File: config.mk
export PLATFORM = sky130hd
export DESIGN_NAME = dccf_core
export DESIGN_NICKNAME = d
export VERILOG_FILES = /design/src/dccf_pkg.sv /design/src/dccf_core.sv
export SDC_FILE = /design/constraint.sdc
export NUM_CORES = 1
export LEC_CHECK = 0
export BUFFER_PORTS_ARGS = -buffer_cell sky130_fd_sc_hd__buf_2
export CORE_MARGIN = 2
export CORE_UTILIZATION = 35
export CTS_CLUSTER_DIAMETER = 200
export DETAILED_ROUTE_END_ITERATION = 8
export HOLD_SLACK_MARGIN = 0.12
export PLACE_DENSITY = 0.52
export SETUP_SLACK_MARGIN = 0.2
export SKIP_CTS_REPAIR_TIMING = 1
export SYNTH_ARGS = -nofsm -noshare
export SYNTH_HDL_FRONTEND = slang
export SYNTH_SLANG_ARGS = --single-unit
File: constraint.sdc
create_clock -name clk -period 21.2 [get_ports clk]
set_clock_uncertainty 0.05 [all_clocks]
set_input_delay 4.24 -clock clk [delete_from_list [all_inputs] [get_ports clk]]
set_output_delay 4.24 -clock clk [all_outputs]
set_load 0.02 [all_outputs]
File: src/dccf_pkg.sv
`timescale 1ns / 1ps
`default_nettype none
package dccf_pkg;

  localparam int MAX_DEVICES = 63;
  localparam logic [15:0] CRC_INIT = 16'hFFFF;
  localparam logic [15:0] CRC_POLY = 16'hA001;
  // Length, device, two register bytes and two CRC bytes, plus one for the length code.
  localparam logic [8:0] FRAME_FIXED_BYTES = 9'd7;

  typedef enum logic [2:0] {
    ST_OK         = 3'd0,
    ST_LENGTH     = 3'd1,
    ST_REGISTER   = 3'd2,
    ST_CRC        = 3'd3,
    ST_DEVICE     = 3'd4,
    ST_RANGE      = 3'd5,
    ST_DUPLICATE  = 3'd6
  } frame_status_t;

  typedef enum logic [2:0] {
    REG_PAYLOAD_LEN   = 3'd0,
    REG_EXPECTED_REG  = 3'd1,
    REG_SINGLE_MODE   = 3'd2,
    REG_EXPECTED_DEV  = 3'd3,
    REG_BOARD_COUNT   = 3'd4
  } reg_index_t;

  typedef struct packed {
    logic [7:0]  payload_len_code;
    logic [15:0] expected_register;
    logic        single_device_mode;
    logic [5:0]  expected_device;
    logic [5:0]  board_count;
  } cfg_t;

  typedef struct packed {
    logic          valid;
    frame_status_t status;
    logic [7:0]    device;
  } result_t;

  typedef logic [15:0] crc_table_t [256];

  // Byte-wise table for the reflected polynomial, built at elaboration.
  function automatic crc_table_t build_crc_table();
    crc_table_t t;
    logic [15:0] c;
    for (int i = 0; i < 256; i++) begin
      c = 16'(i);
      for (int k = 0; k < 8; k++) begin
        if (c[0]) begin
          c = (c >> 1) ^ CRC_POLY;
        end else begin
          c = c >> 1;
        end
      end
      t[i] = c;
    end
    return t;
  endfunction

  localparam crc_table_t CRC_TABLE = build_crc_table();

endpackage
`default_nettype wire

File: src/dccf_core.sv
`timescale 1ns / 1ps
`default_nettype none
module dccf_core (
  input  wire logic            clk,
  input  wire logic            rst,
  input  wire logic            accept,
  input  wire logic [7:0]      rx_byte,
  input  wire logic            start_response,
  input  wire dccf_pkg::cfg_t  cfg,
  output dccf_pkg::result_t    result
);
  import dccf_pkg::*;

  logic [15:0] crc_reg;
  logic [8:0]  byte_position;
  logic        length_bad;
  logic        register_bad;
  logic [7:0]  captured_device;
  logic [63:0] seen_map;

  logic [15:0] crc_cur, crc_next;
  logic [8:0]  pos_cur, pos_next;
  logic        len_cur, len_next;
  logic        reg_cur, reg_next;
  logic [7:0]  dev_cur, dev_next;
  logic [63:0] seen_cur, seen_next;
  logic [8:0]  frame_size;
  logic        frame_done;
  logic        mark_seen;
  frame_status_t status;

  always_comb begin
    // A response start drops any partial frame and clears the seen map.
    if (start_response) begin
      crc_cur  = CRC_INIT;
      pos_cur  = 9'd0;
      len_cur  = 1'b0;
      reg_cur  = 1'b0;
      dev_cur  = 8'd0;
      seen_cur = 64'd0;
    end else begin
      crc_cur  = crc_reg;
      pos_cur  = byte_position;
      len_cur  = length_bad;
      reg_cur  = register_bad;
      dev_cur  = captured_device;
      seen_cur = seen_map;
    end

    len_next = len_cur;
    reg_next = reg_cur;
    dev_next = dev_cur;
    case (pos_cur)
      9'd0: len_next = (rx_byte != cfg.payload_len_code);
      9'd1: dev_next = rx_byte;
      9'd2: reg_next = reg_cur | (rx_byte != cfg.expected_register[15:8]);
      9'd3: reg_next = reg_cur | (rx_byte != cfg.expected_register[7:0]);
      default: ;
    endcase

    crc_next   = (crc_cur >> 8) ^ CRC_TABLE[crc_cur[7:0] ^ rx_byte];
    pos_next   = pos_cur + 9'd1;
    frame_size = {1'b0, cfg.payload_len_code} + FRAME_FIXED_BYTES;
    frame_done = (pos_next >= frame_size);

    mark_seen = 1'b0;
    if (len_next) begin
      status = ST_LENGTH;
    end else if (reg_next) begin
      status = ST_REGISTER;
    end else if (crc_next != 16'd0) begin
      status = ST_CRC;
    end else if (cfg.single_device_mode) begin
      status = (dev_next != {2'b00, cfg.expected_device}) ? ST_DEVICE : ST_OK;
    end else if (dev_next == 8'd0 || dev_next > {2'b00, cfg.board_count}) begin
      status = ST_RANGE;
    end else if (seen_cur[dev_next[5:0]]) begin
      status = ST_DUPLICATE;
    end else begin
      status    = ST_OK;
      mark_seen = 1'b1;
    end

    seen_next = seen_cur;
    if (frame_done && mark_seen) begin
      seen_next[dev_next[5:0]] = 1'b1;
    end
  end

  assign result.valid  = accept & frame_done;
  assign result.status = status;
  assign result.device = dev_next;

  always_ff @(posedge clk) begin
    if (rst) begin
      crc_reg         <= CRC_INIT;
      byte_position   <= 9'd0;
      length_bad      <= 1'b0;
      register_bad    <= 1'b0;
      captured_device <= 8'd0;
      seen_map        <= 64'd0;
    end else if (accept) begin
      seen_map <= seen_next;
      if (frame_done) begin
        crc_reg         <= CRC_INIT;
        byte_position   <= 9'd0;
        length_bad      <= 1'b0;
        register_bad    <= 1'b0;
        captured_device <= 8'd0;
      end else begin
        crc_reg         <= crc_next;
        byte_position   <= pos_next;
        length_bad      <= len_next;
        register_bad    <= reg_next;
        captured_device <= dev_next;
      end
    end
  end

endmodule
`default_nettype wire

; Word-level counts from Yosys, hierarchy flattened
; Memory sizes are Yosys's and may differ from the RTL's.
; Index checks and enable logic that the tools add are counted.
[word_totals]
ff_bits = 99
mem_bits_ro = 4096
in_bits = 49
out_inout_bits = 12
word_cells = 68
mem_count = 1
[op_classes]
n_addsub = 2
n_lt_le_gt_ge = 5
n_eq_ne = 7
mux = 34
bitwise = 7
n_reduce_logical = 6
[memory_table]
columns = memory, words, word_bits, read_ports, rd_clocked_by_memory_dff, wr, line
row1 = (no name shown), 256, 16, 1, 0, 0, dccf_core.sv:61  ; crc_next = (crc_cur >> 8) ^ CRC_TABLE[crc_cur[7:0] ^ rx_byte];
[ops]
columns = operator, count
row1 = 64-bit two-way mux, 2
row2 = 16-bit two-way mux, 4
row3 = 64-bit OR, 1
row4 = 8-bit two-way mux, 3
row5 = 8-bit inequality test, 3
row6 = 3-bit two-way mux, 7
row7 = 9-bit by 2-bit == test with 1-bit output (second input constant), 2
row8 = 9-bit two-way mux, 2
row9 = 16-bit nonzero test, 1
row10 = 8-bit by 16-bit bitwise XOR with 16-bit output, 1
row11 = 1-bit two-way mux, 13
row12 = 8-bit by 3-bit adder with 9-bit output (second input constant), 1
row13 = 9-bit by 1-bit adder with 9-bit output (second input constant), 1
row14 = 9-bit by 1-bit == test with 1-bit output (second input constant), 1
row15 = 9-bit greater-or-equal comparator, 1
row16 = 9-bit greater-or-equal comparator (second input constant), 1
row17 = 9-bit zero test, 1
row18 = 8-bit inverter with 9-bit output, 1
row19 = 8-bit by 6-bit > comparator with 1-bit output, 1
row20 = 8-bit zero test, 1
row21 = 8-bit by 6-bit inequality test with 1-bit output, 1
row22 = 8-bit bitwise XOR, 1
row23 = 6-bit by 7-bit less-than comparator with 1-bit output (second input constant), 1
row24 = 1-bit binary-select mux with 6-bit select, 1
row25 = 7 further kinds, 9

; Longest topological paths before layout
[depth]
ltp_word = 13
ltp_mapped = 25
mapped_depth_nobuf = 17

; Worst setup path before layout
; No wires, ideal clock.
[synth_path]
path_kind = input -> output
from = in start_response
to = out result[10] (netlist name)
arrival_ns = 8.724
required_time_ns = 16.910
slack_ns = 8.186
path_stages = 19
n_path_buf = 7
path_cell_list = buf_2 buf_1 buf_1 clkbuf_1 buf_1 clkbuf_1 nor2b_1 ha_1 nor4b_2 buf_4 a21oi_4 o21ai_0 ha_1 nor2b_1 o21ai_0 a21oi_1 a211oi_1 o211ai_2 o311a_1
[synth_rtl]
columns = element, line
row1 = from (decl), dccf_core.sv:8  ; input wire logic start_response,
row2 = to (decl), dccf_core.sv:10  ; output dccf_pkg::result_t result

==> impl_metrics.json <==
{
  "placementRows": 50,
  "clock_path_buffers": 2,
  "ctsRootBufferMaster": "clkbuf_16",
  "fillerInstances": 2003,
  "critPathLaunchType": "input pin",
  "worstPathArrival_ns": 9.26,
  "drt_iter0_drc": 582,
  "crit_chain": "buf_2, buf_4, clkinv_1, nand2_1, ha_1, or4b_1, o21ai_0, a21oi_1, a21oi_1, nor4_1, or2_2, a21boi_1, a211oi_4, o311a_1, buf_2",
  "slew-limit-headroom": 0.2770,
  "p_sw_frac": 0.3151,
  "grt_pass1_wl_mm": 33.15,
  "firstDrtPassIters": 5,
  "synth_largest_area_cell": "dfxtp_1",
  "dieArea_sq_um": 20390,
  "cp-end-kind": "output port",
  "dp.final_hpwl_mm": 15.09,
  "tightest_slew_ns": 1.076,
  "ys.flop_type": "dfxtp_1",
  "syn_area_sq_um": 6744,
  "gp_congestion": 0.8762,
  "rsz0062_at_grt": "false",
  "yosys-top-cells-count": "164 x nand2_1, 99 x dfxtp_1, 60 x nor2_1, 45 x nand3_1, 44 x xnor2_1",
  "largest_reg_flops": 64,
  "via_count": 6365,
  "setup_ws_ns": 7.649,
  "leakage_nw": 2.672,
  "async_flop_share": 0,
  "finalNonFillerCells": 1163,
  "ys_seq_elements": 99,
  "nets": 967,
  "fmax_ghz": 0.07380,
  "hold_class": "reg2reg",
  "dp_worst_setup_slack_ns": 7.749,
  "port_buffers": 60,
  "clock_sinks": 99,
  "die_height_microns": 142.8,
  "path_class": "in2out",
  "p_sw_w": 0.0001403,
  "syn_avg_cell_area_sq_um": 7.699,
  "reg2reg_setup_slack_ns": 15.68,
  "synth-simple-area-share": 0.2445,
  "initial_core_util": 0.3581,
  "syn_nets": 945,
  "max_stage_delay_ns": 0.70,
  "synth_top_family_by_area": "compound AO/OA/AOI/OAI gates",
  "whs_ns": 0.4038,
  "drc": 0,
  "run_status": "finished, final reports clean",
  "antenna_found_initial": 0,
  "pwr-share-comb": 0.209,
  "post_drt_wl_per_cell_microns": 18.15,
  "tns_ns": 0,
  "yosysSeqAreaShare": 0.2939,
  "maxCapViolCount": 0,
  "dp.cells": 1147,
  "synthAdderAreaFrac": 0.03711,
  "ys.warnings.count": 0,
  "synth-xor-area-share": 0.08182,
  "area_delta_synth_final_pct": 10.46,
  "finalSetupViolCount": 0,
  "clkTransAtPathRegs_ns": 0.07,
  "finalCritPeriodShare": 0.6392,
  "max-vdd-ir-drop_uv": 36.41,
  "p_int_w": 0.0003048,
  "cts-buffers-inserted": 9,
  "synth.area.mux_share": 0.03395,
  "clkLatencyLatePin_ns": 0.36,
  "synth_cell_types": 83,
  "grt_pass1_vias": 5928,
  "synthCells": 876,
  "htree_levels": 3,
  "synth-compound-area-share": 0.2492,
  "drtAntennaViolNets": 0,
  "power_density_nw_per_um2": 59.75,
  "slew_viol_final": 0,
  "p_clk_frac": 0.354,
  "grt_max_degree": 69,
  "cts_tree": "yes",
  "p_seq_frac": 0.436,
  "coreArea_sq_um": 18830,
  "io_pins": 61,
  "synth_most_common_cell": "nand2_1",
  "postLayoutCoreUtil": 0.3956,
  "drt-total-wl_mm": 21.11,
  "ys_top_cells_by_area": "dfxtp_1 29%, nand2_1 9.1%, xnor2_1 5.7%",
  "drive_gt1_frac": 0.1473,
  "synth_edf_count": 0,
  "path_max_fanout": 54,
  "overflow": 0,
  "fin_crit_ns": 13.55,
  "synth.top_cell.area_share": 0.2939,
  "crit_path_top_delay_cell": "or4b_1",
  "grt_usage": 0.2090,
  "antenna_cells": 0,
  "finalHoldViolations": 0,
  "required_ns": 16.91,
  "die_w_microns": 142.8,
  "routed_via_density": 5.473
}
layer usage:
metal,wire [microns],GRT usage
met1,9865,0.2867
met2,9633,0.3289
met3,1197,0.03957
met4,416,0.07139
met5,0,0
area by class of cell:
cell class                      count  area [sq um]  share of cell area
Timing Repair Buffer               67         352.8             0.04736
Inverter                           34         128.9             0.01730
Clock inverter                      6         47.55            0.006382
Sequential cell                    99          1982              0.2660
Clock buffer                       10         229.0             0.03074
Multi-Input combinational cell    687          4384              0.5885
Tap cell                          260         325.3             0.04367
critical path: cells and delay by family:
family / cells / cell delay [ns]
AOI/OAI and AO/OA: 6 / 2.04
and+or+nand+nor: 4 / 1.35
buffers and inverters: 4 / 1.36
adders and majority gates: 1 / 0.24
worst paths after layout:
kind,start,end,cells past startpoint
worst max register to register,byte_position[2],seen_map[28],15
worst min register to register,seen_map[19],seen_map[19],2
worst min-delay path,seen_map[19],seen_map[19],2
worst max-delay path,start_response,result[10],15
placed cells by master, fill, tap and decap left out, types with 7 or more instances in the layout:
master / netlist / layout
nand2_1: 164 / 164
dfxtp_1: 99 / 99
nor2_1: 60 / 60
buf_2: 11 / 60
nand3_1: 45 / 45
xnor2_1: 44 / 44
a21oi_1: 40 / 39
o21ai_0: 35 / 35
inv_1: 32 / 32
o31ai_1: 30 / 30
nand2b_1: 24 / 24
ha_1: 20 / 20
xor2_1: 19 / 19
mux2i_1: 15 / 15
o21ai_1: 14 / 14
nor3_1: 13 / 12
a221oi_1: 11 / 11
o21ai_2: 10 / 10
o31ai_2: 9 / 9
clkbuf_16: 0 / 9
nor4_1: 8 / 8
mux2_2: 7 / 7
a211oi_1: 7 / 7
buf_4: 3 / 7
power groups by stage:
| stage | combinational [W] | clock, W | sequential (W) |
|---|---|---|---|
| final | 0.0000931 | 0.000158 | 0.000194 |
| after global routing | 0.000103 | 0.000168 | 0.000195 |
| after CTS | 0.0000934 | 0.000161 | 0.000194 |
| after detailed placement | 0.0000928 | 0 | 0.000199 |
| after global placement | 0.0000929 | 0 | 0.000199 |
| after floorplan | 0.0000683 | 0 | 0.000197 |
cells by family (layout without fill, tap and decap cells):
group / after synthesis / in the layout
AO/OA/AOI/OAI: 228 / 228
XOR/XNOR: 63 / 63
adder cells (fa/ha/maj): 20 / 20
buffers and inverters: 90 / 117
flip-flops: 99 / 99
multiplexers: 22 / 22
AND/OR/NAND/NOR: 354 / 354
through the flow:
step / instance area, sq um / total power [W]
3_3_place_gp: 7173 / 0.0002915
4_1_cts: 7450 / 0.0004490
5_1_grt: 7450 / 0.0004652
6_report: 7450 / 0.0004451
2_1_floorplan: 6744 / 0.0002655
3_5_place_dp: 7173 / 0.0002914
(Power assumes the default switching activity.)
